$ cat config.mk
export PLATFORM = sky130hd
export DESIGN_NAME = flipper_pi_drive_flat
export DESIGN_NICKNAME = d
export VERILOG_FILES = /design/src/rtl/fpd_pkg.sv /design/src/rtl/fpd_if.sv /design/src/rtl/flipper_pi_drive.sv /design/src/rtl/fpd_mul.sv /design/src/rtl/fpd_ctrl.sv /design/src/flat_wrapper.sv
export SDC_FILE = /design/constraint.sdc
export NUM_CORES = 2
export LEC_CHECK = 0
export CAP_MARGIN = 20
export CORE_MARGIN = 3
export CORE_UTILIZATION = 35
export CTS_CLUSTER_DIAMETER = 60
export DETAILED_ROUTE_END_ITERATION = 10
export DONT_BUFFER_PORTS = 1
export GPL_ROUTABILITY_DRIVEN = 0
export PLACE_DENSITY = 0.46
export SETUP_SLACK_MARGIN = 0.05
export SKIP_CTS_REPAIR_TIMING = 1
export SYNTH_ARGS = -nofsm -noshare
export SYNTH_HDL_FRONTEND = slang
export SYNTH_SLANG_ARGS = --single-unit
export TNS_END_PERCENT = 5
$ cat constraint.sdc
create_clock -name clk -period 18.55 [get_ports clk]
set_input_delay 3.71 -clock clk [delete_from_list [all_inputs] [get_ports clk]]
set_output_delay 3.71 -clock clk [all_outputs]
set_load 0.02 [all_outputs]
$ cat src/rtl/fpd_pkg.sv
// Package for the flipper PI drive: constants, register indexes, shared types.
package fpd_pkg;

	localparam int unsigned CfgIdxW = 3;
	localparam int unsigned CfgDataW = 16;

	localparam logic [CfgIdxW-1:0] REG_PROP_GAIN  = 3'd0;
	localparam logic [CfgIdxW-1:0] REG_INTEG_GAIN = 3'd1;
	localparam logic [CfgIdxW-1:0] REG_INTEG_LIM  = 3'd2;
	localparam logic [CfgIdxW-1:0] REG_PWM_SCALE  = 3'd3;
	localparam logic [CfgIdxW-1:0] REG_STEP_SIZE  = 3'd4;

	localparam logic [15:0] PROP_GAIN_RST  = 16'd256;
	localparam logic [15:0] INTEG_GAIN_RST = 16'd26;
	localparam logic [14:0] INTEG_LIM_RST  = 15'd10000;
	localparam logic [15:0] PWM_SCALE_RST  = 16'd2560;
	localparam logic [9:0]  STEP_SIZE_RST  = 10'd100;

	localparam logic [15:0] DECAY_Q16 = 16'd60964;
	localparam logic signed [42:0] CORR_LIMIT = 43'sd1000;
	localparam logic signed [27:0] PWM_CENTRE = 28'sd37000;
	localparam logic signed [27:0] PWM_MAX = 28'sd65535;

	typedef struct packed {
		logic [15:0] prop_gain;
		logic [15:0] integ_gain;
		logic [14:0] integral_limit;
		logic [15:0] pwm_scale;
		logic [9:0]  step_size;
	} cfg_t;

	typedef struct packed {
		logic               load;
		logic signed [24:0] a;
		logic signed [16:0] b;
	} mul_req_t;

	typedef enum logic [7:0] {
		ST_IDLE  = 8'b0000_0001,
		ST_DECAY = 8'b0000_0010,
		ST_INTEG = 8'b0000_0100,
		ST_PMUL  = 8'b0000_1000,
		ST_IMUL  = 8'b0001_0000,
		ST_CORR  = 8'b0010_0000,
		ST_OMUL  = 8'b0100_0000,
		ST_OUT   = 8'b1000_0000
	} state_t;

endpackage

$ cat src/rtl/fpd_if.sv
// Channel interfaces for the drive command beats and the PWM compare beats.
interface fpd_cmd_if;
	logic valid;
	logic ready;
	logic direction;
	logic drive_enable;

	modport source (output valid, output direction, output drive_enable, input ready);
	modport sink (input valid, input direction, input drive_enable, output ready);
endinterface

interface fpd_pwm_if;
	logic        valid;
	logic        ready;
	logic [15:0] pwm_compare;

	modport source (output valid, output pwm_compare, input ready);
	modport sink (input valid, input pwm_compare, output ready);
endinterface

$ cat src/rtl/flipper_pi_drive.sv
// Top level of the flipper PI drive: configuration registers and unit wiring.
// Usage:
// The drive_in channel takes one beat per control tick, carrying direction and
// drive_enable. For each accepted beat exactly one beat leaves on pwm_out with
// the new PWM compare value, where 37000 means the motor is stopped.
// Gains, the integral limit, the PWM scale and the step size are written
// through cfg_we, cfg_index and cfg_wdata while the block is idle; an index
// beyond the register list is ignored.
// Each beat runs through the decay, integral, proportional multiply, integral
// multiply, correction, output multiply and output steps, sharing the one
// multiplier that serves the integral decay, both gain products and the
// output scaling in turn.
// drive_in.ready is high only while the sequencer is idle.
// The result sits in an output register, so the next input beat is accepted
// while a result still waits; if the receiver stalls, the following result
// is held back in the final step until the register is free.
// Reset clears the integral and loads the default register values.
module flipper_pi_drive (
	input  logic                                clk,
	input  logic                                arst_n,
	fpd_cmd_if.sink                             drive_in,
	fpd_pwm_if.source                           pwm_out,
	input  logic                                cfg_we,
	input  logic [fpd_pkg::CfgIdxW-1:0]         cfg_index,
	input  logic [fpd_pkg::CfgDataW-1:0]        cfg_wdata
);
	import fpd_pkg::*;

	cfg_t               cfg_q;
	mul_req_t           mul_req;
	logic signed [41:0] prod_q;

	always_ff @(posedge clk or negedge arst_n) begin
		if (!arst_n) begin
			cfg_q.prop_gain <= PROP_GAIN_RST;
			cfg_q.integ_gain <= INTEG_GAIN_RST;
			cfg_q.integral_limit <= INTEG_LIM_RST;
			cfg_q.pwm_scale <= PWM_SCALE_RST;
			cfg_q.step_size <= STEP_SIZE_RST;
		end else if (cfg_we) begin
			unique case (cfg_index)
				REG_PROP_GAIN:  cfg_q.prop_gain <= cfg_wdata;
				REG_INTEG_GAIN: cfg_q.integ_gain <= cfg_wdata;
				REG_INTEG_LIM:  cfg_q.integral_limit <= cfg_wdata[14:0];
				REG_PWM_SCALE:  cfg_q.pwm_scale <= cfg_wdata;
				REG_STEP_SIZE:  cfg_q.step_size <= cfg_wdata[9:0];
				default: begin
				end
			endcase
		end
	end

	fpd_mul u_mul (
		.clk    (clk),
		.req    (mul_req),
		.prod_q (prod_q)
	);

	fpd_ctrl u_ctrl (
		.clk          (clk),
		.arst_n       (arst_n),
		.cfg          (cfg_q),
		.in_valid     (drive_in.valid),
		.in_ready     (drive_in.ready),
		.direction    (drive_in.direction),
		.drive_enable (drive_in.drive_enable),
		.out_valid    (pwm_out.valid),
		.out_ready    (pwm_out.ready),
		.pwm_compare  (pwm_out.pwm_compare),
		.mul_req      (mul_req),
		.prod         (prod_q)
	);
endmodule

$ cat src/rtl/fpd_mul.sv
// Shared signed multiplier with a registered product.
module fpd_mul (
	input  logic               clk,
	input  fpd_pkg::mul_req_t  req,
	output logic signed [41:0] prod_q
);
	import fpd_pkg::*;

	logic signed [41:0] prod_d;

	assign prod_d = $signed(req.a) * $signed(req.b);

	always_ff @(posedge clk) begin
		if (req.load) begin
			prod_q <= prod_d;
		end
	end
endmodule

$ cat src/rtl/fpd_ctrl.sv
// Sequencer and datapath: integral update, correction and PWM saturation.
module fpd_ctrl (
	input  logic               clk,
	input  logic               arst_n,
	input  fpd_pkg::cfg_t      cfg,
	input  logic               in_valid,
	output logic               in_ready,
	input  logic               direction,
	input  logic               drive_enable,
	output logic               out_valid,
	input  logic               out_ready,
	output logic [15:0]        pwm_compare,
	output fpd_pkg::mul_req_t  mul_req,
	input  logic signed [41:0] prod
);
	import fpd_pkg::*;

	state_t             state_q;
	logic               dir_q;
	logic               en_q;
	logic signed [23:0] acc_q;
	logic signed [42:0] sum_q;
	logic signed [10:0] corr_q;
	logic [15:0]        pwm_q;
	logic               out_valid_q;

	logic signed [10:0] step_ext;
	logic signed [10:0] err;
	logic [23:0]        acc_mag;
	logic signed [23:0] mag_dec;
	logic signed [23:0] dec;
	logic signed [23:0] base;
	logic signed [24:0] acc_sum;
	logic signed [24:0] lim_pos;
	logic signed [24:0] lim_neg;
	logic signed [24:0] acc_clamp;
	logic signed [42:0] total;
	logic signed [42:0] total_rnd;
	logic signed [42:0] quot;
	logic signed [10:0] corr_d;
	logic signed [27:0] scaled;
	logic signed [27:0] scaled_rnd;
	logic signed [27:0] pwm_full;
	logic [15:0]        pwm_d;
	logic               out_free;

	assign step_ext = $signed({1'b0, cfg.step_size});
	assign err = en_q ? (dir_q ? step_ext : -step_ext) : 11'sd0;

	assign acc_mag = acc_q[23] ? 24'(-acc_q) : 24'(acc_q);
	assign mag_dec = $signed({1'b0, prod[38:16]});
	assign dec = acc_q[23] ? -mag_dec : mag_dec;
	assign base = en_q ? acc_q : dec;
	assign acc_sum = {base[23], base} + $signed({{6{err[10]}}, err, 8'b0});
	assign lim_pos = $signed({2'b00, cfg.integral_limit, 8'b0});
	assign lim_neg = -lim_pos;

	always_comb begin
		if (acc_sum > lim_pos) begin
			acc_clamp = lim_pos;
		end else if (acc_sum < lim_neg) begin
			acc_clamp = lim_neg;
		end else begin
			acc_clamp = acc_sum;
		end
	end

	assign total = sum_q + {prod[41], prod};
	assign total_rnd = total + (total[42] ? 43'sd65535 : 43'sd0);
	assign quot = total_rnd >>> 16;

	always_comb begin
		if (quot > CORR_LIMIT) begin
			corr_d = 11'(CORR_LIMIT);
		end else if (quot < -CORR_LIMIT) begin
			corr_d = 11'(-CORR_LIMIT);
		end else begin
			corr_d = quot[10:0];
		end
	end

	assign scaled = $signed(prod[27:0]);
	assign scaled_rnd = (scaled + (scaled[27] ? 28'sd255 : 28'sd0)) >>> 8;
	assign pwm_full = scaled_rnd + PWM_CENTRE;

	always_comb begin
		if (pwm_full < 28'sd0) begin
			pwm_d = '0;
		end else if (pwm_full > PWM_MAX) begin
			pwm_d = '1;
		end else begin
			pwm_d = pwm_full[15:0];
		end
	end

	assign out_free = !out_valid_q || out_ready;

	always_comb begin
		mul_req.load = 1'b0;
		mul_req.a = '0;
		mul_req.b = '0;
		unique case (state_q)
			ST_DECAY: begin
				mul_req.load = 1'b1;
				mul_req.a = $signed({1'b0, acc_mag});
				mul_req.b = $signed({1'b0, DECAY_Q16});
			end
			ST_PMUL: begin
				mul_req.load = 1'b1;
				mul_req.a = $signed({{14{err[10]}}, err});
				mul_req.b = $signed({1'b0, cfg.prop_gain});
			end
			ST_IMUL: begin
				mul_req.load = 1'b1;
				mul_req.a = $signed({acc_q[23], acc_q});
				mul_req.b = $signed({1'b0, cfg.integ_gain});
			end
			ST_OMUL: begin
				mul_req.load = 1'b1;
				mul_req.a = $signed({{14{corr_q[10]}}, corr_q});
				mul_req.b = $signed({1'b0, cfg.pwm_scale});
			end
			default: begin
				mul_req.load = 1'b0;
			end
		endcase
	end

	always_ff @(posedge clk or negedge arst_n) begin
		if (!arst_n) begin
			state_q <= ST_IDLE;
			acc_q <= '0;
			out_valid_q <= 1'b0;
		end else begin
			unique case (state_q)
				ST_IDLE: begin
					if (in_valid) begin
						state_q <= ST_DECAY;
					end
				end
				ST_DECAY: state_q <= ST_INTEG;
				ST_INTEG: begin
					acc_q <= acc_clamp[23:0];
					state_q <= ST_PMUL;
				end
				ST_PMUL: state_q <= ST_IMUL;
				ST_IMUL: state_q <= ST_CORR;
				ST_CORR: state_q <= ST_OMUL;
				ST_OMUL: state_q <= ST_OUT;
				ST_OUT: begin
					if (out_free) begin
						state_q <= ST_IDLE;
					end
				end
				default: state_q <= ST_IDLE;
			endcase
			if (state_q == ST_OUT && out_free) begin
				out_valid_q <= 1'b1;
			end else if (out_ready) begin
				out_valid_q <= 1'b0;
			end
		end
	end

	always_ff @(posedge clk) begin
		if (state_q == ST_IDLE && in_valid) begin
			dir_q <= direction;
			en_q <= drive_enable;
		end
		if (state_q == ST_IMUL) begin
			sum_q <= $signed({prod[34:0], 8'b0});
		end
		if (state_q == ST_CORR) begin
			corr_q <= corr_d;
		end
		if (state_q == ST_OUT && out_free) begin
			pwm_q <= pwm_d;
		end
	end

	assign in_ready = (state_q == ST_IDLE);
	assign out_valid = out_valid_q;
	assign pwm_compare = pwm_q;
endmodule

$ cat src/flat_wrapper.sv
// flat-port wrapper written by rule: the top's interface ports become plain ports
module flipper_pi_drive_flat import fpd_pkg::*;
  (clk, arst_n, cfg_we, cfg_index, cfg_wdata, drive_in_valid, drive_in_direction, drive_in_drive_enable, drive_in_ready, pwm_out_valid, pwm_out_pwm_compare, pwm_out_ready);
  fpd_cmd_if drive_in_i ();
  fpd_pwm_if pwm_out_i ();
  input  logic clk;
  input  logic arst_n;
  input  logic cfg_we;
  input  logic [fpd_pkg::CfgIdxW-1:0] cfg_index;
  input  logic [fpd_pkg::CfgDataW-1:0] cfg_wdata;
  input wire logic [$bits(drive_in_i.valid)-1:0] drive_in_valid;
  input wire logic [$bits(drive_in_i.direction)-1:0] drive_in_direction;
  input wire logic [$bits(drive_in_i.drive_enable)-1:0] drive_in_drive_enable;
  output wire logic [$bits(drive_in_i.ready)-1:0] drive_in_ready;
  output wire logic [$bits(pwm_out_i.valid)-1:0] pwm_out_valid;
  output wire logic [$bits(pwm_out_i.pwm_compare)-1:0] pwm_out_pwm_compare;
  input wire logic [$bits(pwm_out_i.ready)-1:0] pwm_out_ready;
  assign drive_in_i.valid = drive_in_valid;
  assign drive_in_i.direction = drive_in_direction;
  assign drive_in_i.drive_enable = drive_in_drive_enable;
  assign drive_in_ready = drive_in_i.ready;
  assign pwm_out_valid = pwm_out_i.valid;
  assign pwm_out_pwm_compare = pwm_out_i.pwm_compare;
  assign pwm_out_i.ready = pwm_out_ready;
  flipper_pi_drive u_core (.clk(clk), .arst_n(arst_n), .drive_in(drive_in_i), .pwm_out(pwm_out_i), .cfg_we(cfg_we), .cfg_index(cfg_index), .cfg_wdata(cfg_wdata));
endmodule
==> impl_results.md <==
- Status: complete, no violations
- Syn_area_per_cell: slightly below 9 um^2
- VDD IR max: 0.0599 mV
- Initial antenna violation count: 3
- # H-tree levels: 2
- Startpoint class of the critical path: flip-flop
- Hold Path Depth: 1
- Fillers: between 8000 and 9000
- Clk slew on worst S/H paths: 60 ps
- Core Rows: 107
- Crit path DAT: 10790 ps
- Final ANT Viol Nets: 0
- Net Sw Power: between 0.001 and 0.0015 W
- Mapped cell area: just over 30000 um^2
- Initial Utilization: around 35%
- # DRC: 0
- Synth area leaders: fa_1 (26%), edfxtp_1 (11%), ha_1 (8.9%)
- R2r setup slk: a little over 8000 ps
- IO Pins: 44
- Final Hold Fails: 0
- Sequential share of power: around a quarter
- Top-area cell type share of the netlist area: approximately a quarter
- Die extent in x: ~300 um
- Slew @ Worst Pin: between 900 and 1000 ps
- Yosys reg bits: ~210
- CP max-delay cell: clkinv_1
- PwrDens: 86.3 nW/um^2
- Worst Setup End Kind: flip-flop
- Overflow after GRT: 0
- Detailed Route WL: 96.7 mm
- CP Class: flip-flop to flip-flop
- Clock sinks: about 210
- # diodes: 0
- Post-synth top area cell: fa_1
- Setup total negative slack: 0 ps
- Worst-Skew Late Latency: around 600 ps
- Worst hold path endpoint: u_core.cfg_q[66]
- Ys flop type: edfxtp_1
- Die area: around 90000 um^2
- Max frequency: 0.0956 GHz
- Max Root-Sink Buffers: 3
- Vias per inst: 5.23
- Synth Warn #: 0
- Max Cap Violations: 0
- Final min period: about 10000 ps
- Total CTS buffers: 40
- Met2 wire len: between 40 and 50 mm
- R2r worst-path depth: 33
- Clk pwr share: roughly 28%
- Synth async-reset ratio: about half
- Yosys cell types: 101
- Die H: 300 um
- Int Power: 0.00161 W
- Hold Crit Class: flip-flop to flip-flop
- RR Startpoint: u_core.u_ctrl.state_q[0]
- Switch share: between 40% and 50%
- Final core utilization: roughly two fifths
- Post-DR wirelength/cell: 21.2 um
- Non-Filler Instances: ~4600
- Number of synthesized flops with an enable pin: 106
- Post-Syn Nets: 4054
- Final net count: 4024
- Crit path max fanout: 38
- Inst Count DP: around 4500
- Vias in the first global route: around 25000
- Iter 0 DRT Violations: 1252
- First drt pass iteration count: 8
- Final setup vio count: 0
- Final Cycle Share: ~56%
- Pin count of the biggest net entering global routing: between 100 and 150
- Area Overhead vs Synth: 9.52%
- R2r endpoint: u_core.u_mul.prod_q[41]
- Max Slew Vio Count: 0
- Core ar.: around 85000 um^2
- Met3 WL post-DR: around 5.5 mm
- Cell count after synthesis: roughly 3400
- Ratio of cells with drive above 1 in the final layout: 7.63%
- Worst EP required: roughly 19000 ps
- CTS tree: built
- Clk root buf: clkbuf_16
- Port Buffers: 0
- Rel. slew slack: about 36%
- Unrepaired setup endpoints after global routing: no
- Combinational power share: about 48%
- Seq/Total Area, Yosys: between 10% and 20%
- WL met1: ~43 mm
- Top sig layer: met4
- Min-delay src: u_core.cfg_q[66]
- Pleak: ~15 nW
- CP peak stage delay: between 700 and 800 ps
- GR Util All Layers: between 20% and 30%
- DR vias: approximately 24000
- First-pass GRT wire length: 152 mm
- Clock skew: a little under 40 ps
- Post-DP HPWL: between 70 and 80 mm
sequential cells by signal (all words and copies together) (netlist names):
register                   flops
u_core.u_ctrl.out_valid        1
u_core.u_ctrl.en_q             1
u_core.u_ctrl.sum_q           35
u_core.u_ctrl.corr_q          11
u_core.u_ctrl.acc_q           24
u_core.u_mul.prod_q           42
u_core.u_ctrl.pwm_compare     16
u_core.u_ctrl.state_q          8
u_core.u_ctrl.dir_q            1
u_core.cfg_q                  73
power groups by stage:
stage               registers (W)  logic (W)  clock network [W]
global placement         0.000705    0.00137                  0
finish                   0.000701    0.00137           0.000793
floorplan                0.000640   0.000989                  0
CTS                      0.000697    0.00137           0.000813
detailed placement       0.000705    0.00136                  0
global route             0.000709    0.00151           0.000832
final cells by class:
cell class | instances | area [um^2] | share of cell area, %
Multi-Input combinational cell | 2511 | 21800 | 65.9
Clock inverter | 26 | 373 | 1.13
Tap cell | 1144 | 1430 | 4.32
Inverter | 566 | 2120 | 6.41
Timing Repair Buffer | 60 | 463 | 1.40
Clock buffer | 47 | 1060 | 3.20
Sequential cell | 212 | 5850 | 17.7
cell usage in the layout (no fill, tap or decap), types with 35 or more instances in the layout:
master / instances
nor3_1: 45
o21a_1: 35
nor2b_1: 36
clkbuf_16: 41
a21o_1: 52
dfrtp_1: 91
and2_1: 38
mux2_2: 58
o21ai_0: 145
nor2_1: 258
nand2b_1: 35
inv_1: 564
xnor2_1: 94
or3_1: 35
nand2_1: 433
fa_1: 393
nand3_1: 46
edfxtp_1: 106
ha_1: 214
xor2_1: 56
buf_4: 58
a21oi_1: 139
synth_stat cells, types with 10 or more instances:
| library cell | n |
|---|---|
| o21ai_0 | 145 |
| o21bai_1 | 17 |
| nand4_1 | 20 |
| dfstp_2 | 15 |
| nor3b_1 | 15 |
| o21a_1 | 35 |
| nand2b_1 | 35 |
| nor2_1 | 258 |
| a211oi_1 | 22 |
| a221o_1 | 10 |
| a21o_1 | 52 |
| mux2i_1 | 11 |
| and3_1 | 28 |
| a21oi_1 | 143 |
| edfxtp_1 | 106 |
| dfrtp_1 | 91 |
| or2_2 | 17 |
| nand2_1 | 433 |
| nor4_1 | 14 |
| and2_1 | 38 |
| or4_1 | 10 |
| a31oi_1 | 15 |
| mux2_2 | 58 |
| nor2b_1 | 36 |
| nand3_1 | 46 |
| o31ai_1 | 21 |
| xor2_1 | 56 |
| or3_1 | 35 |
| inv_1 | 564 |
| xnor2_1 | 94 |
| nor3_1 | 46 |
| o211ai_1 | 19 |
| ha_1 | 214 |
| fa_1 | 393 |
| clkbuf_1 | 114 |
| a22oi_1 | 14 |
metrics by stage:
stage | area (um^2) | setup slack (ps) | hold slack (ps) | total power (W)
after CTS | 33100 | 8050 | 508 | 0.00288
after global routing | 33100 | 7500 | 518 | 0.00305
after global placement | 31700 | 8110 | 490 | 0.00207
after floorplan | 30200 | 9110 | 451 | 0.00163
final | 33100 | 8090 | 506 | 0.00286
after detailed placement | 31700 | 8080 | 495 | 0.00206
worst max path at each step:
| stage | start | endpoint | cells after the start |
|---|---|---|---|
| CTS | u_core.u_ctrl.state_q[0] | u_core.u_mul.prod_q[41] | 33 |
| global route | u_core.u_ctrl.state_q[0] | u_core.u_mul.prod_q[41] | 33 |
| finish | u_core.u_ctrl.state_q[0] | u_core.u_mul.prod_q[41] | 33 |
| global placement | u_core.u_ctrl.state_q[0] | u_core.u_mul.prod_q[41] | 33 |
| detailed placement | u_core.u_ctrl.state_q[0] | u_core.u_mul.prod_q[41] | 33 |
| floorplan | u_core.u_ctrl.state_q[2] | u_core.u_mul.prod_q[41] | 32 |
cells by family (layout without fill, tap and decap cells):
| kind of cell | after synthesis | after routing | share of synthesized area [%] |
|---|---|---|---|
| simple gates | 1069 | 1069 | 16.6 |
| buf+inv | 698 | 699 | 8.79 |
| compound gates | 615 | 615 | 13.5 |
| fa+ha+maj | 608 | 608 | 34.9 |
| flops | 212 | 212 | 19.4 |
| xor+xnor | 150 | 150 | 4.34 |
| mux | 69 | 69 | 2.52 |
critical path, delay by kind of cell, from the launching register on:
kind / cells / cell delay [ps]
adder cells (fa/ha/maj): 7 / 3430
AO/OA/AOI/OAI: 10 / 2670
AND/OR/NAND/NOR: 7 / 1990
buffers and inverters: 8 / 1400
flip-flops: 1 / 550
XOR/XNOR: 1 / 120
per-layer routing:
layer  GRT usage, %  up-vias
li1               -    11200
met1           29.7    12000
met2           36.2      527
met3           3.76      153
met4           6.87        0
met5              0        -
No activity file was read; power rests on OpenSTA's default activity.
